<file path="config.mk">
export PLATFORM = sky130hd
export DESIGN_NAME = rpn_three_level_calculator_core
export DESIGN_NICKNAME = d
export VERILOG_FILES = /design/src/sv/rpn3_pkg.sv /design/src/sv/rpn_three_level_calculator_core.sv
export SDC_FILE = /design/constraint.sdc
export NUM_CORES = 2
export LEC_CHECK = 0
export ABC_AREA = 1
export BUFFER_PORTS_ARGS = -buffer_cell sky130_fd_sc_hd__buf_2
export CAP_MARGIN = 20
export CORE_MARGIN = 10
export CORE_UTILIZATION = 25
export DETAILED_ROUTE_END_ITERATION = 6
export PLACE_DENSITY = 0.45
export SLEW_MARGIN = 20
export SYNTH_ARGS = -nofsm -noshare
export SYNTH_HDL_FRONTEND = slang
export SYNTH_SLANG_ARGS = --single-unit
</file>
<file path="constraint.sdc">
create_clock -name clk -period 11.7 [get_ports clk]
set_clock_uncertainty 0.2 [all_clocks]
set_input_delay 2.34 -clock clk [delete_from_list [all_inputs] [get_ports clk]]
set_output_delay 2.34 -clock clk [all_outputs]
set_load 0.005 [all_outputs]
</file>
<file path="src/sv/rpn3_pkg.sv">
`timescale 1ns / 1ps
// Package for the three-level RPN calculator: widths, character codes,
// micro-operation codes, the control word and the microcode ROM.
// Depends on nothing; used by the core and by its checker.
package rpn3_pkg;

    localparam int DATA_W = 64;
    localparam int STEP_W = $clog2(DATA_W);
    localparam int UPC_W  = 4;
    localparam int CHAR_W = 8;

    typedef logic [UPC_W-1:0]  upc_t;
    typedef logic [DATA_W-1:0] word_t;
    typedef logic [CHAR_W-1:0] char_t;

    localparam char_t CH_ZERO  = 8'h30;
    localparam char_t CH_NINE  = 8'h39;
    localparam char_t CH_PLUS  = 8'h2B;
    localparam char_t CH_MINUS = 8'h2D;
    localparam char_t CH_STAR  = 8'h2A;
    localparam char_t CH_SLASH = 8'h2F;
    localparam char_t CH_CR    = 8'h0D;
    localparam char_t CH_LF    = 8'h0A;

    // Microcode addresses.
    localparam upc_t A_IDLE = 4'd0;
    localparam upc_t A_DIG1 = 4'd1;
    localparam upc_t A_DIG2 = 4'd2;
    localparam upc_t A_ADD  = 4'd3;
    localparam upc_t A_SUB  = 4'd4;
    localparam upc_t A_MULI = 4'd5;
    localparam upc_t A_MULS = 4'd6;
    localparam upc_t A_MULE = 4'd7;
    localparam upc_t A_DIVI = 4'd8;
    localparam upc_t A_DIVS = 4'd9;
    localparam upc_t A_DIVE = 4'd10;
    localparam upc_t A_PUSH = 4'd11;
    localparam upc_t A_FIN  = 4'd12;

    typedef enum logic [3:0] {
        U_NOP,
        U_DIG1,
        U_DIG2,
        U_ADD,
        U_SUB,
        U_MULI,
        U_MULS,
        U_MULE,
        U_DIVI,
        U_DIVS,
        U_DIVE,
        U_PUSH,
        U_OUT
    } uop_t;

    typedef enum logic [2:0] {
        BR_NEXT,
        BR_GOTO,
        BR_LOOP,
        BR_XZERO,
        BR_DISPATCH,
        BR_OUT
    } br_t;

    typedef struct packed {
        uop_t op;
        br_t  br;
        upc_t target;
    } uword_t;

    // Entry point of the routine for one character.
    function automatic upc_t entry_of(char_t c);
        upc_t a;
        if (c >= CH_ZERO && c <= CH_NINE)
        begin
            a = A_DIG1;
        end
        else
        begin
            case (c)
                CH_PLUS:  a = A_ADD;
                CH_MINUS: a = A_SUB;
                CH_STAR:  a = A_MULI;
                CH_SLASH: a = A_DIVI;
                CH_CR:    a = A_PUSH;
                CH_LF:    a = A_PUSH;
                default:  a = A_FIN;
            endcase
        end
        return a;
    endfunction

    // The control program.
    function automatic uword_t ucode(upc_t a);
        uword_t w;
        case (a)
            A_IDLE:  w = '{op: U_NOP,  br: BR_DISPATCH, target: A_IDLE};
            A_DIG1:  w = '{op: U_DIG1, br: BR_NEXT,     target: A_DIG2};
            A_DIG2:  w = '{op: U_DIG2, br: BR_GOTO,     target: A_FIN};
            A_ADD:   w = '{op: U_ADD,  br: BR_GOTO,     target: A_FIN};
            A_SUB:   w = '{op: U_SUB,  br: BR_GOTO,     target: A_FIN};
            A_MULI:  w = '{op: U_MULI, br: BR_NEXT,     target: A_MULS};
            A_MULS:  w = '{op: U_MULS, br: BR_LOOP,     target: A_MULS};
            A_MULE:  w = '{op: U_MULE, br: BR_GOTO,     target: A_FIN};
            A_DIVI:  w = '{op: U_DIVI, br: BR_XZERO,    target: A_FIN};
            A_DIVS:  w = '{op: U_DIVS, br: BR_LOOP,     target: A_DIVS};
            A_DIVE:  w = '{op: U_DIVE, br: BR_GOTO,     target: A_FIN};
            A_PUSH:  w = '{op: U_PUSH, br: BR_GOTO,     target: A_FIN};
            A_FIN:   w = '{op: U_OUT,  br: BR_OUT,      target: A_IDLE};
            default: w = '{op: U_NOP,  br: BR_GOTO,     target: A_IDLE};
        endcase
        return w;
    endfunction

endpackage

</file>
<file path="src/sv/rpn_three_level_calculator_core.sv">
`timescale 1ns / 1ps
// Three-level RPN calculator core: microcode sequencer and 64-bit datapath.
// Depends on rpn3_pkg for the control word, the character codes and the ROM.

// One character is taken per input beat and one result beat, carrying the
// three stack levels X, Y and Z and a divide-by-zero flag, follows for every
// character. The block works on one character at a time: in_ready is high
// only while the sequencer sits at its idle step. A digit passes the steps
// DIG1 and DIG2, an add, subtract or push its own step, and an ignored
// character goes straight to the final output step. A multiply or a divide
// runs a shift-and-add or a restoring divide step one bit per cycle through
// all 64 bits; a divide by zero skips the loop. The result is held in an
// output register, so the block returns to idle and takes the next character
// while a previous result beat still waits; it only stalls at its final step
// when a new result is ready and the old one has not yet been taken. Digits
// shift into X as X*10+d; sums, differences, products and digit entry wrap
// modulo 2^64; division truncates toward zero, and a divide by zero leaves X
// at zero and raises the flag for that beat only.
module rpn_three_level_calculator_core
(
    input  logic                 clk,
    input  logic                 rst_n,
    input  logic                 in_valid,
    output logic                 in_ready,
    input  rpn3_pkg::char_t      char_code,
    output logic                 out_valid,
    input  logic                 out_ready,
    output logic signed [63:0]   reg_x,
    output logic signed [63:0]   reg_y,
    output logic signed [63:0]   reg_z,
    output logic                 divide_by_zero
);
    import rpn3_pkg::*;

    localparam logic [STEP_W-1:0] LAST_STEP = STEP_W'(DATA_W - 1);

    // Sequencer state.
    upc_t              upc_reg, upc_next;
    logic [STEP_W-1:0] cnt_reg, cnt_next;
    logic              out_valid_reg, out_valid_next;

    // Stack and working registers.
    word_t x_reg, x_next;
    word_t y_reg, y_next;
    word_t z_reg, z_next;
    word_t a_reg, a_next;    // product accumulator, remainder, digit scratch
    word_t q_reg, q_next;    // multiplier, then quotient
    word_t d_reg, d_next;    // multiplicand, then divisor
    logic  neg_reg, neg_next;
    logic  flag_reg, flag_next;
    char_t char_reg, char_next;

    // Result register.
    word_t out_x_reg, out_x_next;
    word_t out_y_reg, out_y_next;
    word_t out_z_reg, out_z_next;
    logic  out_f_reg, out_f_next;

    uword_t         uw;
    logic           accept;
    logic           slot_free;
    logic           x_zero;
    word_t          div_shift;
    logic [DATA_W:0] div_trial;

    always_comb
    begin
        uw = ucode(upc_reg);
    end

    assign in_ready  = (upc_reg == A_IDLE);
    assign accept    = in_valid && in_ready;
    assign slot_free = !out_valid_reg || out_ready;
    assign x_zero    = (x_reg == '0);

    // Restoring divide: shift the next dividend bit into the remainder and
    // try to take the divisor away.
    assign div_shift = {a_reg[DATA_W-2:0], q_reg[DATA_W-1]};
    assign div_trial = {1'b0, div_shift} - {1'b0, d_reg};

    // Step counter and jump logic.
    always_comb
    begin
        upc_next = upc_reg + upc_t'(1);
        case (uw.br)
            BR_NEXT:     upc_next = upc_reg + upc_t'(1);
            BR_GOTO:     upc_next = uw.target;
            BR_LOOP:     upc_next = (cnt_reg != LAST_STEP) ? uw.target
                                                           : upc_reg + upc_t'(1);
            BR_XZERO:    upc_next = x_zero ? uw.target : upc_reg + upc_t'(1);
            BR_DISPATCH: upc_next = in_valid ? entry_of(char_code) : upc_reg;
            BR_OUT:      upc_next = slot_free ? uw.target : upc_reg;
            default:     upc_next = A_IDLE;
        endcase
    end

    // Datapath controlled by the current micro-operation.
    always_comb
    begin
        x_next         = x_reg;
        y_next         = y_reg;
        z_next         = z_reg;
        a_next         = a_reg;
        q_next         = q_reg;
        d_next         = d_reg;
        neg_next       = neg_reg;
        flag_next      = flag_reg;
        char_next      = char_reg;
        cnt_next       = cnt_reg;
        out_x_next     = out_x_reg;
        out_y_next     = out_y_reg;
        out_z_next     = out_z_reg;
        out_f_next     = out_f_reg;
        out_valid_next = out_valid_reg && !out_ready;

        case (uw.op)
            U_NOP:
            begin
                if (accept)
                begin
                    char_next = char_code;
                    flag_next = 1'b0;
                end
            end
            U_DIG1:
            begin
                // The low nibble of an ASCII digit is its value.
                a_next = (x_reg << 3) + {{(DATA_W-4){1'b0}}, char_reg[3:0]};
            end
            U_DIG2:
            begin
                x_next = a_reg + (x_reg << 1);
            end
            U_ADD:
            begin
                x_next = x_reg + y_reg;
            end
            U_SUB:
            begin
                x_next = y_reg - x_reg;
            end
            U_MULI:
            begin
                a_next   = '0;
                q_next   = x_reg;
                d_next   = y_reg;
                cnt_next = '0;
            end
            U_MULS:
            begin
                a_next   = q_reg[0] ? a_reg + d_reg : a_reg;
                d_next   = d_reg << 1;
                q_next   = q_reg >> 1;
                cnt_next = cnt_reg + 1'b1;
            end
            U_MULE:
            begin
                x_next = a_reg;
            end
            U_DIVI:
            begin
                // Work on magnitudes; the sign is put back at the end.
                a_next    = '0;
                q_next    = y_reg[DATA_W-1] ? '0 - y_reg : y_reg;
                d_next    = x_reg[DATA_W-1] ? '0 - x_reg : x_reg;
                neg_next  = y_reg[DATA_W-1] ^ x_reg[DATA_W-1];
                flag_next = x_zero;
                cnt_next  = '0;
            end
            U_DIVS:
            begin
                if (!div_trial[DATA_W])
                begin
                    a_next = div_trial[DATA_W-1:0];
                    q_next = {q_reg[DATA_W-2:0], 1'b1};
                end
                else
                begin
                    a_next = div_shift;
                    q_next = {q_reg[DATA_W-2:0], 1'b0};
                end
                cnt_next = cnt_reg + 1'b1;
            end
            U_DIVE:
            begin
                x_next = neg_reg ? '0 - q_reg : q_reg;
            end
            U_PUSH:
            begin
                z_next = y_reg;
                y_next = x_reg;
                x_next = '0;
            end
            U_OUT:
            begin
                if (slot_free)
                begin
                    out_x_next     = x_reg;
                    out_y_next     = y_reg;
                    out_z_next     = z_reg;
                    out_f_next     = flag_reg;
                    out_valid_next = 1'b1;
                end
            end
            default:
            begin
                x_next = x_reg;
            end
        endcase
    end

    // Control state and the stack, which the model clears at reset.
    always_ff @(posedge clk or negedge rst_n)
    begin
        if (!rst_n)
        begin
            upc_reg       <= A_IDLE;
            cnt_reg       <= '0;
            out_valid_reg <= 1'b0;
            x_reg         <= '0;
            y_reg         <= '0;
            z_reg         <= '0;
            flag_reg      <= 1'b0;
        end
        else
        begin
            upc_reg       <= upc_next;
            cnt_reg       <= cnt_next;
            out_valid_reg <= out_valid_next;
            x_reg         <= x_next;
            y_reg         <= y_next;
            z_reg         <= z_next;
            flag_reg      <= flag_next;
        end
    end

    // Working and result payload registers need no reset.
    always_ff @(posedge clk)
    begin
        a_reg     <= a_next;
        q_reg     <= q_next;
        d_reg     <= d_next;
        neg_reg   <= neg_next;
        char_reg  <= char_next;
        out_x_reg <= out_x_next;
        out_y_reg <= out_y_next;
        out_z_reg <= out_z_next;
        out_f_reg <= out_f_next;
    end

    assign out_valid      = out_valid_reg;
    assign reg_x          = $signed(out_x_reg);
    assign reg_y          = $signed(out_y_reg);
    assign reg_z          = $signed(out_z_reg);
    assign divide_by_zero = out_f_reg;

endmodule

</file>
==> run_results.csv <==
group,metric,value,unit
status,status,"finished, violations left",
status,violations,"max-capacitance violations, max-slew violations",
synthesis,ys_types,63,
cts,clockBufferDepth,3,
synthesis,synthXorXnorAreaFrac,2.56,%
hold_path,hp-class,"reg -> reg",
sta,tns,0,ns
placed_design,dp_hpwl,357,mm
layout,final_cell_mix,"3048 x nand2_1, 1354 x inv_1, 991 x nor2_1, 733 x nand3_1, 496 x o21ai_0",
setup_path,path_max_fanout,9,
floorplanning,dieArea,0.243,mm^2
cts,cts_setup_buffers,0,
floorplanning,fp.dieW,493,um
sta,fin_crit_sh,58.6,%
layout,syn2layout_area_growth,13.8,%
hold_path,worstHoldStart,"z_reg[8]",
synthesis,synth-simple-area-share,38.2,%
job,max_cap_viol_count,1,
global_route,track_usage,33.5,%
setup_path,r2r-start,"x_reg[1]",
setup_path,crit_arrival,7.31,ns
synthesis,synth_seq_area_share,30.0,%
layout,final_common_cell,"nand2_1",
route,met2_length,173,mm
setup_path,crit_start,"x_reg[1]",
synthesis,synth.top_cell.area_share,20.9,%
cts,cts_repair_resize_count,0,
sta,setup_ws,4.84,ns
floorplanning,start_util,25.2,%
setup_path,worstPathRequired,12.14,ns
layout,nets,9494,
synthesis,yosys_warnings,0,
synthesis,synth_top_family_by_area,"simple AND/OR/NAND/NOR gates",
route,via_count,65731,
sta,grt_setup_unrepaired,"no",
route,viasPerCell,5.35,
route,ant_nets,0,
cts,cts_buffers,83,
placed_design,place_ws,5.00,ns
cts,root_buffer,"clkbuf_16",
floorplanning,num_rows,173,
synthesis,synth_area,0.0560,mm^2
route,drt_iter0_markers,9107,
synthesis,yosys.area.top_type,"edfxtp_1",
global_route,antenna_found_initial,44,
setup_path,slowest_delay,0.96,ns
route,route.detailed.drc,0,
floorplanning,io_pins,207,
placed_design,place_congestion,1.01,
setup_path,worst-r2r-setup-slack,4.84,ns
setup_path,crit_top_cell,"nand2_1",
floorplanning,die_h,493,um
setup_path,criticalPathCategory,"reg -> reg",
synthesis,synthCells,9041,
cts,holdBufCountCts,0,
layout,drive_gt1_share,6.26,%
setup_path,r2r_end,"x_reg[42]",
cts,htree_levels,3,
synthesis,syn_area_per_cell,6.20,um^2
sta,slew_violations,4,
route,route.top_layer_used,"met5",
setup_path,endpoint,"x_reg[42]",
global_route,grt_pass1_wl,558,mm
global_route,grt_pass1_vias,60065,
cts,clk_latency,0.78,ns
sta,worst_pin_slew,1.53,ns
cts,tritoncts,"built",
synthesis,synthAdderAreaFrac,6.02,%
synthesis,ys_ff_latch,594,
route,finalWirelength,427,mm
synthesis,synth_compound_gate_area_share,12.1,%
route,firstDrtPassIters,6,
route,wl_met3,37.1,mm
route,routedLengthMet1,193,mm
synthesis,yosys-top-cells-area,"edfxtp_1 21%, nand2_1 20%, dfrtp_1 9.1%",
synthesis,synth_nets,9320,
sta,relSlewSlack,-3.02,%
setup_path,start_kind,"register",
setup_path,crit_chain,"clkinv_1, ha_1, nand3_1, nor2_1, inv_1, nor2_1, xor2_1, nand2_1, o21ai_0, ha_1, nand2_1, nor2_1, inv_1, nor3_1, nand3_1, nand2_1, nand2_1, nand2_1, nand2_1, nand3_1, nand2_1, nor2_1, nor2_1",
placed_design,port_buffers,206,
global_route,grt_max_degree,111,
cts,clk_pin_slew,0.06,ns
route,routedWlPerCell,34.8,um
sta,hold_violations,0,
sta,fmax,146,MHz
synthesis,synth_mux_area_share,0,%
cts,clock_sinks,594,
floorplanning,core_area,0.223,mm^2
sta,period_minus_slack,6.86,ns
setup_path,end_kind,"register",
global_route,grt.overflow.total,0,
sta,setup_viol,0,
setup_path,critPathSlowestCell,"nor3_1",
setup_path,reg2reg_depth,23,
logic make-up after synthesis:
logic type,count (synthesis)
adder cells (fa/ha/maj),267
XOR/XNOR,164
flip-flops,594
AND/OR/NAND/NOR,5186
buffers and inverters,1625
AO/OA/AOI/OAI,1205
cell usage after synthesis (all sizes together):
cell	number
o211ai	73
nor4	23
clkbuf	125
a21boi	9
o22ai	17
nand3b	52
o21a	7
a21oi	423
a22oi	9
buf	114
o2111a	1
ha	263
o32ai	2
a31o	1
a211oi	1
fa	4
and2	10
o2111ai	38
or2	41
a32o	1
o21ai	532
and3	5
clkinv	7
o221ai	40
nand2	3058
nor3	127
a31oi	5
o311ai	2
o31ai	1
dfrtp	204
a21o	13
nor2b	1
o21bai	27
nand4	123
a221oi	1
nand3	737
inv	1379
edfxtp	390
xnor2	33
nor3b	4
a41oi	2
xor2	131
nor2	1005
critical path: cells and delay by family (launching register included):
family / cells / cell delay (ns)
compound gates: 1 / 0.39
simple gates: 16 / 3.99
xor+xnor: 1 / 0.19
buf+inv: 3 / 0.55
fa+ha+maj: 2 / 0.94
flops: 1 / 0.45
routing by layer:
metal  vias to the layer above  track usage, %
met1                     32188            47.0
met5                         -           0.137
met4                         8            15.5
li1                      29600               -
met3                       560            7.68
met2                      3375            48.1
per-stage QoR:
step | util [%] | hold WS, ns | cell area [um^2] | std cells
final | 28.7 | 0.246 | 63800 | 12276
after global routing | 28.6 | 0.257 | 63700 | 12264
after CTS | 28.6 | 0.230 | 63700 | 12260
after detailed placement | 27.3 | 0.233 | 60800 | 12105
after global placement | 27.3 | 0.231 | 60800 | 12104
after floorplan | - | 0.225 | 56000 | 9041
how the worst min path moves through the flow:
| stage | endpoint | slack [ns] | depth (start not counted) |
|---|---|---|---|
| floorplan | reg_z[0] | 0.23 | 0 |
| global placement | reg_z[5] | 0.23 | 0 |
| detailed placement | reg_z[56] | 0.23 | 0 |
| CTS | reg_z[48] | 0.23 | 0 |
| global route | reg_z[12] | 0.26 | 0 |
| finish | reg_z[8] | 0.25 | 0 |
layout make-up:
cell class,count,area (um^2)
fill,25613,159000
multi-input combinational,6822,33100
sequential,594,16800
inverter,1386,5210
tap,2975,3720
clock buffer,93,2210
timing repair buffer,328,1990
clock inverter,62,712
antenna,16,40.0
Power is not shown: default switching activity piles up to over one toggle a cycle in this logic, so the estimate is an artifact.
